$ cat src/hdl/mrcd_pkg.sv
// Shared types, constants and the CRC-16/MODBUS byte update for the reply checker.
`default_nettype none

package mrcd_pkg;

  // Default number of bytes kept per frame; later bytes are ignored.
  localparam int FRAME_CAPACITY_DEF = 128;

  // CRC-16/MODBUS constants.
  localparam logic [15:0] CRC_INIT = 16'hFFFF;
  localparam logic [15:0] CRC_POLY = 16'hA001;

  // Function codes that the decoder understands.
  localparam logic [7:0] FC_READ_HOLDING = 8'h03;
  localparam logic [7:0] FC_WRITE_SINGLE = 8'h06;

  // Byte counts of a read reply.
  localparam logic [7:0] BC_ONE_WORD = 8'd2;
  localparam logic [7:0] BC_TWO_WORD = 8'd4;

  // Bit pattern of the float -9999.0, reported for unsupported codes.
  localparam logic [31:0] UNSUPPORTED_WORD = 32'hC61C3C00;

  // Shortest frame that carries a CRC.
  localparam logic [7:0] MIN_FRAME_LEN = 8'd3;

  // Status codes.
  localparam logic [1:0] ST_OK        = 2'd0;
  localparam logic [1:0] ST_TOO_SHORT = 2'd1;
  localparam logic [1:0] ST_CRC_ERR   = 2'd2;

  // Decode kinds.
  localparam logic [1:0] KIND_WORD16 = 2'd0;
  localparam logic [1:0] KIND_WORD32 = 2'd1;
  localparam logic [1:0] KIND_UNSUPP = 2'd2;
  localparam logic [1:0] KIND_KEEP   = 2'd3;

  // One received byte.
  typedef struct packed {
    logic [7:0] rx_byte;
    logic       last_byte;
  } mrcd_in_t;

  // One result of a finished frame.
  typedef struct packed {
    logic [1:0]  status;
    logic [7:0]  fn_code;
    logic [1:0]  decode_kind;
    logic [31:0] value;
    logic [7:0]  frame_length;
  } mrcd_out_t;

  // Frame summary handed from the frame tracker to the decoder.
  typedef struct packed {
    logic [1:0] status;
    logic [7:0] fn_code;
    logic [7:0] byte_cnt_field;
    logic [7:0] b3;
    logic [7:0] b4;
    logic [7:0] b5;
    logic [7:0] b6;
    logic [7:0] length;
  } mrcd_frame_sum_t;

  // One byte of CRC-16/MODBUS, bit by bit (reflected).
  function automatic logic [15:0] crc_byte(input logic [15:0] crc, input logic [7:0] b);
    logic [15:0] c;
    c = crc ^ {8'h00, b};
    for (int k = 0; k < 8; k++) begin
      if (c[0]) begin
        c = (c >> 1) ^ CRC_POLY;
      end else begin
        c = c >> 1;
      end
    end
    return c;
  endfunction

endpackage

`default_nettype wire

$ cat src/hdl/mrcd_frame_track.sv
// Per-frame state: CRC accumulator, two-byte tail delay, byte count and header bytes.
`default_nettype none

module mrcd_frame_track
  import mrcd_pkg::*;
#(
  parameter int FRAME_CAPACITY = FRAME_CAPACITY_DEF
) (
  input  wire logic            clk,
  input  wire logic            rst,
  input  wire logic            step,
  input  wire logic [7:0]      data_byte,
  input  wire logic            last,
  output mrcd_frame_sum_t      summary
);

  logic [15:0] crc_acc;
  logic [15:0] crc_acc_next;
  logic [7:0]  tail_delay [2];
  logic [7:0]  tail_delay_next [2];
  logic [7:0]  kept_len;
  logic [7:0]  kept_len_next;
  logic [7:0]  header_bytes [6];
  logic [7:0]  header_bytes_next [6];
  logic        keep;
  logic [15:0] rx_crc;

  // Update of the frame state by one byte; bytes beyond capacity are dropped.
  always_comb begin
    keep = kept_len < 8'(FRAME_CAPACITY);
    crc_acc_next = crc_acc;
    tail_delay_next = tail_delay;
    kept_len_next = kept_len;
    header_bytes_next = header_bytes;
    if (keep) begin
      if (kept_len >= 8'd2) begin
        crc_acc_next = crc_byte(crc_acc, tail_delay[0]);
      end
      tail_delay_next[0] = tail_delay[1];
      tail_delay_next[1] = data_byte;
      for (int i = 0; i < 6; i++) begin
        if (kept_len == 8'(i + 1)) begin
          header_bytes_next[i] = data_byte;
        end
      end
      kept_len_next = kept_len + 8'd1;
    end
  end

  // Frame summary as seen after this byte.
  always_comb begin
    rx_crc = {tail_delay_next[1], tail_delay_next[0]};
    if (kept_len_next < MIN_FRAME_LEN) begin
      summary.status = ST_TOO_SHORT;
    end else if (rx_crc == crc_acc_next) begin
      summary.status = ST_OK;
    end else begin
      summary.status = ST_CRC_ERR;
    end
    summary.fn_code        = header_bytes_next[0];
    summary.byte_cnt_field = header_bytes_next[1];
    summary.b3             = header_bytes_next[2];
    summary.b4             = header_bytes_next[3];
    summary.b5             = header_bytes_next[4];
    summary.b6             = header_bytes_next[5];
    summary.length         = kept_len_next;
  end

  // State registers; the final byte clears them for the next frame.
  always_ff @(posedge clk) begin
    if (rst || (step && last)) begin
      crc_acc <= CRC_INIT;
      tail_delay[0] <= 8'd0;
      tail_delay[1] <= 8'd0;
      kept_len <= 8'd0;
      for (int i = 0; i < 6; i++) begin
        header_bytes[i] <= 8'd0;
      end
    end else if (step) begin
      crc_acc <= crc_acc_next;
      tail_delay <= tail_delay_next;
      kept_len <= kept_len_next;
      header_bytes <= header_bytes_next;
    end
  end

endmodule

`default_nettype wire

$ cat src/hdl/modbus_rtu_response_check_decode_unit.sv
// Top level of the Modbus RTU reply checker: input register, frame tracking, decode, result register.
`default_nettype none

// Takes one reply byte per transfer, the final byte marked by last_byte, and
// gives one result per frame: status (ok, too short, CRC mismatch), function
// code, decoded value and byte count. A byte is taken in every cycle unless a final
// byte waits for the result slot; the frame's result moves from the input register
// into the result register. The per-byte CRC-16 update, eight shift steps on the
// accumulator, is the longest path. Bytes past FRAME_CAPACITY are ignored, and
// the last decoded value is kept across frames for replies that do not update it.
module modbus_rtu_response_check_decode_unit
  import mrcd_pkg::*;
#(
  parameter int FRAME_CAPACITY = FRAME_CAPACITY_DEF
) (
  input  wire logic      clk,
  input  wire logic      rst,
  input  wire logic      byte_valid,
  output logic           byte_ready,
  input  wire mrcd_in_t  byte_item,
  output logic           result_valid,
  input  wire logic      result_ready,
  output mrcd_out_t      result
);

  logic            s0_valid;
  mrcd_in_t        s0_data;
  logic            out_free;
  logic            advance;
  logic            finish;
  mrcd_frame_sum_t summary;
  logic [31:0]     held_value;
  logic [31:0]     held_value_next;
  logic [1:0]      kind;
  mrcd_out_t       result_next;

  // Stage control: a non-final byte always moves on; a final one needs the result slot.
  assign out_free   = !result_valid || result_ready;
  assign advance    = s0_valid && (!s0_data.last_byte || out_free);
  assign finish     = advance && s0_data.last_byte;
  assign byte_ready = !s0_valid || advance;

  // Input register.
  always_ff @(posedge clk) begin
    if (rst) begin
      s0_valid <= 1'b0;
    end else if (byte_ready) begin
      s0_valid <= byte_valid;
    end
  end

  always_ff @(posedge clk) begin
    if (byte_ready) begin
      s0_data <= byte_item;
    end
  end

  mrcd_frame_track #(
    .FRAME_CAPACITY(FRAME_CAPACITY)
  ) u_frame (
    .clk      (clk),
    .rst      (rst),
    .step     (advance),
    .data_byte(s0_data.rx_byte),
    .last     (s0_data.last_byte),
    .summary  (summary)
  );

  // Header decode.
  always_comb begin
    held_value_next = held_value;
    kind = KIND_UNSUPP;
    if (summary.fn_code == FC_READ_HOLDING) begin
      if (summary.byte_cnt_field == BC_ONE_WORD) begin
        held_value_next = {16'h0000, summary.b3, summary.b4};
        kind = KIND_WORD16;
      end else if (summary.byte_cnt_field == BC_TWO_WORD) begin
        held_value_next = {summary.b5, summary.b6, summary.b3, summary.b4};
        kind = KIND_WORD32;
      end else begin
        kind = KIND_KEEP;
      end
    end else if (summary.fn_code == FC_WRITE_SINGLE) begin
      held_value_next = {16'h0000, summary.b4, summary.b5};
      kind = KIND_WORD16;
    end else begin
      held_value_next = UNSUPPORTED_WORD;
      kind = KIND_UNSUPP;
    end
    result_next.status        = summary.status;
    result_next.fn_code       = summary.fn_code;
    result_next.decode_kind   = kind;
    result_next.value         = held_value_next;
    result_next.frame_length  = summary.length;
  end

  // Value held across frames.
  always_ff @(posedge clk) begin
    if (rst) begin
      held_value <= 32'd0;
    end else if (finish) begin
      held_value <= held_value_next;
    end
  end

  // Result register.
  always_ff @(posedge clk) begin
    if (rst) begin
      result_valid <= 1'b0;
    end else if (finish) begin
      result_valid <= 1'b1;
    end else if (result_ready) begin
      result_valid <= 1'b0;
    end
  end

  always_ff @(posedge clk) begin
    if (finish) begin
      result <= result_next;
    end
  end

`ifndef SYNTHESIS
  // A final byte that moves on always produces a result in the next cycle.
  a_finish_gives_result: assert property (@(posedge clk) disable iff (rst)
    finish |=> result_valid)
    else $error("final byte did not produce a result");

  // The status never takes the unused code.
  a_status_code: assert property (@(posedge clk) disable iff (rst)
    result_valid |-> (result.status == ST_OK || result.status == ST_TOO_SHORT ||
                      result.status == ST_CRC_ERR))
    else $error("result status out of range");

  // An unchanged value only comes from a read reply.
  a_keep_only_read: assert property (@(posedge clk) disable iff (rst)
    (result_valid && result.decode_kind == KIND_KEEP) |->
      result.fn_code == FC_READ_HOLDING)
    else $error("value kept for a function other than read");

  // A passing CRC needs a frame long enough to carry one.
  a_ok_length: assert property (@(posedge clk) disable iff (rst)
    (result_valid && result.status == ST_OK) |-> result.frame_length >= MIN_FRAME_LEN)
    else $error("ok status on a short frame");
`endif

endmodule

`default_nettype wire
$ cat config.mk
export PLATFORM = sky130hd
export DESIGN_NAME = modbus_rtu_response_check_decode_unit
export DESIGN_NICKNAME = d
export VERILOG_FILES = /design/src/hdl/mrcd_pkg.sv /design/src/hdl/mrcd_frame_track.sv /design/src/hdl/modbus_rtu_response_check_decode_unit.sv
export SDC_FILE = /design/constraint.sdc
export NUM_CORES = 1
export LEC_CHECK = 0
export ABC_AREA = 1
export BUFFER_PORTS_ARGS = -buffer_cell sky130_fd_sc_hd__buf_2
export CAP_MARGIN = 20
export CORE_MARGIN = 2
export CORE_UTILIZATION = 30
export CTS_CLUSTER_DIAMETER = 120
export CTS_CLUSTER_SIZE = 30
export DETAILED_ROUTE_END_ITERATION = 12
export MAX_ROUTING_LAYER = met4
export PLACE_DENSITY = 0.54
export SLEW_MARGIN = 25
export SYNTH_ARGS = -nofsm -noshare
export SYNTH_HDL_FRONTEND = slang
export SYNTH_SLANG_ARGS = --single-unit
$ cat constraint.sdc
create_clock -name clk -period 6 [get_ports clk]
set_clock_uncertainty 0.15 [all_clocks]
set_input_delay 0.6 -clock clk [delete_from_list [all_inputs] [get_ports clk]]
set_output_delay 0.6 -clock clk [all_outputs]
set_load 0.01 [all_outputs]
==> impl_metrics.csv, run 1 <==
group,metric,value,unit
run_status,status,"finished clean",
routing,first_iter_violations,528,
yosys,netlist_area,8720,sq um
cells_and_area,stdcell_count,1545,
cts,cts.sinks,183,
placement,place_inst,1513,
grt,grt_pass1_vias,6631,
routing,routedWlPerCell,13.7,um
critical_path,critPathLaunch,"u_frame.kept_len[7]",
cts,htreeDepth,4,
cells_and_area,finish.instance_area,9950,sq um
cells_and_area,antenna_cells,0,
die,die_height,175,um
cells_and_area,syn_to_final_growth,14.1,%
yosys,synth_warnings,0,
yosys,seq_area_frac_synth,49.0,%
critical_path,required,6.18,ns
yosys,synth-seq-cells,183,
grt,met1_usage,19.3,%
cells_and_area,nNetsFinal,1166,
critical_path,r2r-start,"u_frame.kept_len[7]",
timing,rsz0062_at_grt,"false",
grt,grt_pass1_wl,34.4,mm
cts,cts-root-buf,"clkbuf_16",
cts,path_clk_slew,0.07,ns
cts,cts_tree,"yes",
grt,grtUsageMet3,2.38,%
timing,tns,0,ns
timing,fmax,227,MHz
timing,worstMarginPinSlew,0.928,ns
critical_path,worst-path-max-fanout,24,
yosys,synth_edf_count,61,
grt,overflow,0,
timing,hold_viol,0,
cts,ctsHoldBuffers,0,
placement,port_buffers,66,
routing,antenna_left,0,
timing,period_share,73.5,%
hold_path,hold_start,"byte_item[4]",
cells_and_area,drive_gt1_share,13.1,%
timing,max_slew_margin,37.9,%
grt,grt_max_degree,93,
critical_path,critPathCaptureType,"flop",
run,maxCapViolations,0,
routing,drc_errors,0,
cells_and_area,fillers,3068,
power_and_ir_drop,leakage,0.00436,uW
timing,setup_violations,0,
grt,grt_usage,14.5,%
grt,grt_busiest_layer,"met2",
placement,place_area,9380,sq um
yosys,avgSynthCellArea,7.89,sq um
routing,wirelength,21.1,mm
cts,postCtsResizedCells,0,
cells_and_area,multi_input_area,3580,sq um
die,rows,62,
yosys,synth_top_cell_by_area,"dfxtp_1",
timing,layout_min_cycle_time,4.41,ns
cts,clock_latency,0.43,ns
yosys,async_flop_share,0,%
cts,numCtsBuffers,17,
critical_path,crit_type,"reg2reg",
die,initial_core_util,30.4,%
routing,via_count,7166,
die,coreArea,28700,sq um
hold_path,hold_path.class,"in2reg",
die,die_area,30500,sq um
die,boundaryPins,67,
yosys,ys.flop_type,"dfxtp_1",
routing,via_per_inst,4.64,
yosys,netlist_instances,1106,
placement,place_hpwl,14.0,mm
critical_path,crit_arrival,4.59,ns
cells_and_area,seqCellArea,4270,sq um
cts,cts.path.max_buffers,2,
cts,cts_setup_buffers,0,
yosys,synth_top_area_share,28.0,%
power_and_ir_drop,power_density,282,nW/um^2
power_and_ir_drop,ir_drop,0.153,mV
yosys,synthDistinctLibCells,43,
placement,gp_congestion,0.804,
routing,first_pass_iters,7,
yosys,post_synth_main_area_contributors,"dfxtp_1 (28%), edfxtp_1 (21%), nand2_1 (12%), o21ai_0 (7.3%), inv_1 (7.0%)",
die,die-width,175,um
grt,antenna_found_initial,0,
power_and_ir_drop,finalPower,2800,uW
yosys,syn_nets,1124,
critical_path,critPathLaunchType,"flop",
timing,drv_slew,0,
grt,grtUsageMet2,22.8,%
## final timing paths
| path | depth (start not counted) | endpoint | slack (ns) |
|---|---|---|---|
| worst max register to register | 15 | held_value[8] | 1.59 |
| worst max-delay path | 15 | held_value[8] | 1.59 |
| worst min register to register | 2 | held_value[23] | 0.30 |
| worst min-delay path | 1 | s0_data[4] | 0.19 |
## synthesized netlist by cell type, types with 2 or more instances
master / number
nand2_1: 269
inv_1: 163
o21ai_0: 128
dfxtp_1: 122
a21oi_1: 72
edfxtp_1: 61
nor2_1: 57
clkbuf_1: 36
nand3_1: 36
o211ai_1: 28
a22o_1: 15
o22ai_1: 12
or2_2: 12
o21ai_1: 10
a211oi_2: 9
xnor2_1: 8
buf_1: 7
xor2_1: 7
buf_2: 5
ha_1: 5
buf_6: 4
nand4_1: 4
nor3_1: 4
a31oi_2: 3
mux2i_1: 3
nand2_4: 3
nor2_2: 3
a211oi_1: 2
a31oi_1: 2
nor4_1: 2
o21ai_2: 2
## worst max-delay path, stage by stage, from the launching register on
cell and delay (ns):
dfxtp_1 0.92, inv_1 0.54, ha_1 0.34, nand2_1 0.07, nor3_2 0.05, nand2_4 0.15, nand2_1 0.06, o21ai_0 0.10
nand2_1 0.11, nor3_1 0.14, nand2_1 0.13, nand2_1 0.53, inv_1 0.43, o21ai_0 0.27, o22ai_1 0.11, a22o_1 0.20
## layout by cell type, fill, tap and decap left out, types with 4 or more instances in the layout
cell type	netlist	final
xnor2_1	8	8
nand3_1	36	36
o21ai_1	10	10
buf_2	5	66
clkbuf_16	0	17
or2_2	12	12
o211ai_1	28	28
o22ai_1	12	12
inv_1	163	161
xor2_1	7	7
buf_4	1	10
clkinv_4	1	4
dfxtp_1	122	122
nand2_1	269	267
a21oi_1	72	72
nor2_2	3	4
edfxtp_1	61	61
nor3_1	4	4
nand4_1	4	4
nor2_1	57	56
a211oi_2	9	9
inv_6	0	4
a22o_1	15	15
ha_1	5	5
o21ai_0	128	128
## routing by layer
metal | share of wire, % | vias to the layer above | wire (um)
met5 | 0 | - | 0
met4 | 1.3 | 0 | 281
met3 | 3.6 | 21 | 763
met2 | 46 | 126 | 9720
met1 | 49 | 3302 | 10400
li1 | - | 3717 | -
## cells by family (layout without fill, tap and decap cells)
family	after synthesis	in the layout	share of synthesized area (%)
buffers and inverters	220	275	10.0
multiplexers	3	3	0.344
AND/OR/NAND/NOR	394	394	18.9
AO/OA/AOI/OAI	285	285	19.3
flip-flops	183	183	49.0
XOR/XNOR	16	16	1.76
adder cells (fa/ha/maj)	5	5	0.717
## through the flow
stage / hold WS (ns) / util, % / setup WS [ns]
2_1_floorplan: 0.277 / - / 3.14
3_3_place_gp: 0.288 / 32.7 / 1.78
3_5_place_dp: 0.290 / 32.7 / 1.60
4_1_cts: 0.176 / 34.7 / 1.60
5_1_grt: 0.171 / 34.7 / 1.11
6_report: 0.193 / 34.7 / 1.59
## sequential cells by signal, indices dropped and copies added (netlist names)
| signal | flops |
|---|---|
| held_value | 32 |
| u_frame.header_bytes | 48 |
| result_valid | 1 |
| s0_data | 9 |
| u_frame.tail_delay | 16 |
| u_frame.kept_len | 8 |
| u_frame.crc_acc | 16 |
| s0_valid | 1 |
| result | 52 |
## power by group
group          switching, uW  internal (uW)  total, uW  leakage [uW]
sequential              31.9           1330       1360       0.00154
combinational            237            106        343       0.00254
clock                    514            584       1100      0.000276
## final cells by class
class	instances	share of cell area (%)
Multi-Input combinational cell	703	36.0
Clock inverter	14	1.45
Sequential cell	183	43.0
Inverter	167	6.36
Timing Repair Buffer	76	4.07
Tap cell	384	4.83
Clock buffer	18	4.31
(Power assumes the default switching activity.)
==> run 2: changes to the inputs <==
- PLACE_DENSITY: 0.54 -> 0.55
- clock period: 6 -> 3.7 ns (I/O delays scaled with it)
==> run 2 against run 1 <==
Register-to-register slack got worse by 1.0 ns. Die area did not move. Critical endpoint is now held_value[25]. Clock-buffer cell count fell by 1. Critical path type unchanged. Global-route usage barely moved. Largest cell class unchanged. Non-clock buffer count rose by 17.
==> impl_metrics.csv, run 2 (same netlist as run 1, synthesis figures left out) <==
group,metric,value,unit
run_status,status,"finished clean",
routing,antenna_left,0,
grt,grt_pass1_wl,34.4,mm
timing,rsz0062_at_grt,"false",
routing,first_pass_iters,5,
cells_and_area,largest_reg_flops,52,
routing,routedWlPerCell,13.4,um
hold_path,hold_path.class,"in2reg",
die,initial_core_util,30.4,%
grt,antenna_found_initial,0,
cells_and_area,layout_commonest_cell,"nand2_1",
critical_path,critPathLaunchType,"flop",
cells_and_area,fillers,3007,
critical_path,r2r_slack,0.55,ns
power_and_ir_drop,power_density,454,nW/um^2
grt,grt_max_degree,92,
cts,path_clk_slew,0.07,ns
die,die_height,175,um
timing,worstMarginPinSlew,0.882,ns
timing,max_slew_margin,41.2,%
cts,cts.sinks,183,
cells_and_area,syn_to_final_growth,16.2,%
timing,period_share,85.2,%
cts,postCtsResizedCells,0,
cts,cts_tree,"yes",
die,boundaryPins,67,
die,die-width,175,um
cts,cts_setup_buffers,0,
power_and_ir_drop,ir_drop,0.262,mV
routing,wirelength,21.0,mm
critical_path,required,3.90,ns
cells_and_area,drive_gt1_share,13.5,%
critical_path,critPathCaptureType,"flop",
hold_path,hold_start,"result_ready",
routing,first_iter_violations,497,
cells_and_area,reg_top3,"result (52), u_frame.header_bytes (48), held_value (32)",
cts,ctsHoldBuffers,11,
cells_and_area,nNetsFinal,1183,
placement,place_hpwl,14.1,mm
critical_path,crit_arrival,3.36,ns
die,coreArea,28700,sq um
grt,overflow,0,
grt,grt_usage,14.5,%
timing,drv_slew,0,
power_and_ir_drop,finalPower,4600,uW
grt,grt_pass1_vias,6636,
placement,gp_congestion,0.821,
timing,tns,0,ns
placement,port_buffers,66,
critical_path,critPathLaunch,"u_frame.kept_len[7]",
cells_and_area,max_flop_register,"result",
cts,clock_latency,0.44,ns
critical_path,r2r-start,"u_frame.kept_len[7]",
die,die_area,30500,sq um
routing,drc_errors,0,
routing,via_per_inst,4.59,
cells_and_area,antenna_cells,0,
power_and_ir_drop,leakage,0.00445,uW
run,maxCapViolations,0,
die,rows,62,
critical_path,worst-path-max-fanout,23,
cts,htreeDepth,4,
timing,hold_viol,0,
timing,layout_min_cycle_time,3.15,ns
cells_and_area,final_cell_mix,"nand2_1 (267), inv_1 (161), o21ai_0 (128), dfxtp_1 (122), a21oi_1 (72)",
cts,numCtsBuffers,17,
timing,fmax,317,MHz
timing,setup_violations,0,
cts,cts.path.max_buffers,2,
routing,via_count,7167,
critical_path,crit_type,"reg2reg",
cts,cts-root-buf,"clkbuf_16",
[run 2: path summary, 6_finish.rpt]
| kind | end | depth (start not counted) |
|---|---|---|
| max reg2reg | held_value[25] | 12 |
| min reg2reg | held_value[28] | 2 |
| max | held_value[25] | 12 |
| min | result_valid | 4 |
[run 2: cell type report]
type	count	area, sq um	area share, %
flip-flops and latches	183	4270	42.2
multi-input cells	703	3580	35.3
inverters	167	634	6.26
repair buffers	93	561	5.53
well taps	384	480	4.74
clock buffers	17	425	4.20
clock inverters	15	181	1.79
[run 2: power breakdown]
group          internal [uW]  switching [uW]  total (uW)
registers               2160            51.9        2210
logic                    181             384         566
clock network            918             908        1830
[run 2: stage by stage]
step | cells | setup slack (ns) | cell area [sq um] | hold WS [ns] | util, %
after floorplan | 1106 | 0.838 | 8720 | 0.277 | -
final | 1562 | 0.546 | 10100 | 0.155 | 35.3
after global placement | 1519 | 0.651 | 9420 | 0.287 | 32.8
after global routing | 1562 | 0.148 | 10100 | 0.198 | 35.3
after CTS | 1562 | 0.532 | 10100 | 0.151 | 35.3
after detailed placement | 1519 | 0.546 | 9420 | 0.290 | 32.8
[run 2: worst max-delay path, cell delays in order, from the launching register on]
cell and delay [ns]:
dfxtp_1 0.31, buf_4 0.21, nor2_2 0.17, nand2_4 0.09
clkinv_4 0.08, nand3_4 0.15, o21ai_0 0.44, nor3_1 0.15
nand2_1 0.40, inv_1 0.21, nor2_1 0.43, a21oi_1 0.12
o22ai_1 0.14
[run 2: layer usage]
metal	vias up	GRT usage (%)	routed length, um
li1	3752	-	-
met1	3267	19.3	10400
met2	132	22.7	9670
met3	16	2.73	668
met4	0	3.82	267
met5	-	-	0
==> run 3: changes to the inputs <==
==> constraint.sdc (replaced) <==
create_clock -name clk -period 3.7 [get_ports clk]
set_clock_uncertainty 0.15 [all_clocks]
set_input_delay 0.74 -clock clk [delete_from_list [all_inputs] [get_ports clk]]
set_output_delay 0.74 -clock clk [all_outputs]
set_load 0.01 [all_outputs]
==> run 3 against run 2 <==
Non-clock buffer count is 10 lower. Flip-flop and latch count stayed put. Critical path type unchanged. Power is 1.4% higher. Cell area is 0.68% lower.
==> impl_metrics.csv, run 3 (same netlist as run 1, synthesis figures left out) <==
group,metric,value,unit
placement,pre_cts_ws,0.580,ns
cts,cts-root-buf,"clkbuf_16",
grt,overflow,0,
critical_path,critPathLaunch,"u_frame.kept_len[7]",
routing,drc_errors,0,
critical_path,required,3.87,ns
timing,fmax,323,MHz
critical_path,cp_top_family,"simple AND/OR/NAND/NOR gates",
routing,via_per_inst,4.63,
timing,drv_slew,0,
die,initial_core_util,30.4,%
cts,cts_setup_buffers,0,
die,coreArea,28700,sq um
timing,setup_violations,0,
cts,path_clk_slew,0.08,ns
grt,antenna_found_initial,0,
cts,cts.path.max_buffers,2,
critical_path,crit_arrival,3.26,ns
routing,wirelength,20.9,mm
critical_path,cp.depth,12,
critical_path,cp_num_buf_inv,4,
critical_path,reg2reg_to,"result[33]",
power_and_ir_drop,finalPower,4670,uW
critical_path,critPathCaptureType,"flop",
cts,clock_latency,0.43,ns
cts,postCtsResizedCells,0,
power_and_ir_drop,leakage,0.00442,uW
routing,via_count,7182,
grt,grt_pass1_vias,6577,
power_and_ir_drop,power_density,463,nW/um^2
timing,max_slew_margin,40.7,%
timing,worstMarginPinSlew,0.889,ns
timing,finalWorstSetupSlack,0.605,ns
placement,gp_congestion,0.817,
cells_and_area,layout_commonest_cell,"nand2_1",
die,die-width,175,um
die,rows,62,
timing,tns,0,ns
critical_path,critPathLaunchType,"flop",
hold_path,hold_start,"held_value[23]",
grt,grt_usage,14.4,%
routing,antenna_left,0,
critical_path,crit_type,"reg2reg",
cts,cts_tree,"yes",
cells_and_area,reg_top3,"result (52), u_frame.header_bytes (48), held_value (32)",
die,boundaryPins,67,
grt,grt_pass1_wl,34.1,mm
cells_and_area,antenna_cells,0,
cells_and_area,max_flop_register,"result",
critical_path,endpoint,"result[33]",
critical_path,cpMaxStageDelayCell,"o21ai_0",
timing,layout_min_cycle_time,3.09,ns
cells_and_area,nNetsFinal,1173,
critical_path,r2r-start,"u_frame.kept_len[7]",
timing,rsz0062_at_grt,"false",
hold_path,hold_path.class,"reg2reg",
placement,port_buffers,66,
run,maxCapViolations,0,
timing,hold_viol,0,
routing,routedWlPerCell,13.5,um
cts,ctsHoldBuffers,0,
cells_and_area,drive_gt1_share,13.6,%
routing,first_iter_violations,612,
cells_and_area,syn_to_final_growth,15.4,%
placement,place_hpwl,14.1,mm
critical_path,crit_chain,"buf_4 -> nor2_2 -> nand2_4 -> clkinv_4 -> nand3_4 -> o21ai_0 -> nor3_1 -> nand2_1 -> inv_1 -> nor2_1 -> a21oi_1 -> inv_1",
critical_path,cp_common_cell,"inv_1",
grt,grt_max_degree,92,
cts,cts.sinks,183,
die,die_height,175,um
die,die_area,30500,sq um
critical_path,slowest_delay,0.44,ns
critical_path,worst-path-max-fanout,23,
critical_path,r2r_cells,12,
cts,htreeDepth,4,
routing,first_pass_iters,5,
timing,period_share,83.6,%
cells_and_area,largest_reg_flops,52,
power_and_ir_drop,ir_drop,0.227,mV
run_status,status,"finished clean",
critical_path,r2r_slack,0.61,ns
cts,numCtsBuffers,17,
cells_and_area,final_cell_mix,"nand2_1 (267), inv_1 (161), o21ai_0 (128), dfxtp_1 (122), a21oi_1 (72)",
## run 3: metal layers
metal / track usage, % / wire length (um) / vias to the layer above
li1: - / - / 3725
met1: 18.8 / 9940 / 3312
met2: 22.9 / 9770 / 124
met3: 2.56 / 879 / 21
met4: 4.24 / 323 / 0
met5: - / 0 / -
## run 3: area by class of cell
type / instances / area (sq um)
Multi-Input combinational cell: 703 / 3580
Tap cell: 384 / 480
Sequential cell: 183 / 4270
Inverter: 167 / 633
Fill cell: 3017 / 18600
Clock buffer: 17 / 425
Timing Repair Buffer: 83 / 470
Clock inverter: 15 / 204
## run 3: worst min-delay path by stage
stage	end	cells past startpoint
4_1_cts	held_value[16]	2
6_report	held_value[23]	2
3_3_place_gp	held_value[21]	2
5_1_grt	s0_data[3]	1
3_5_place_dp	held_value[16]	2
2_1_floorplan	held_value[16]	2
## run 3: power by group
group	total (uW)	internal [uW]	switching (uW)
clock	1900	988	913
sequential	2210	2160	51.9
combinational	557	175	382
## run 3: per-stage QoR
stage / util, % / hold slack (ns) / cells / area [sq um]
detailed placement: 32.9 / 0.291 / 1520 / 9440
global route: 35.1 / 0.301 / 1552 / 10100
finish: 35.1 / 0.305 / 1552 / 10100
floorplan: - / 0.277 / 1106 / 8720
CTS: 35.1 / 0.306 / 1552 / 10100
global placement: 32.9 / 0.288 / 1520 / 9440
## run 3: tightest hold or removal path, cell delays in order (launching register included)
cell and delay, ns:
dfxtp_1 0.31, nand2_1 0.06, nand2_1 0.04
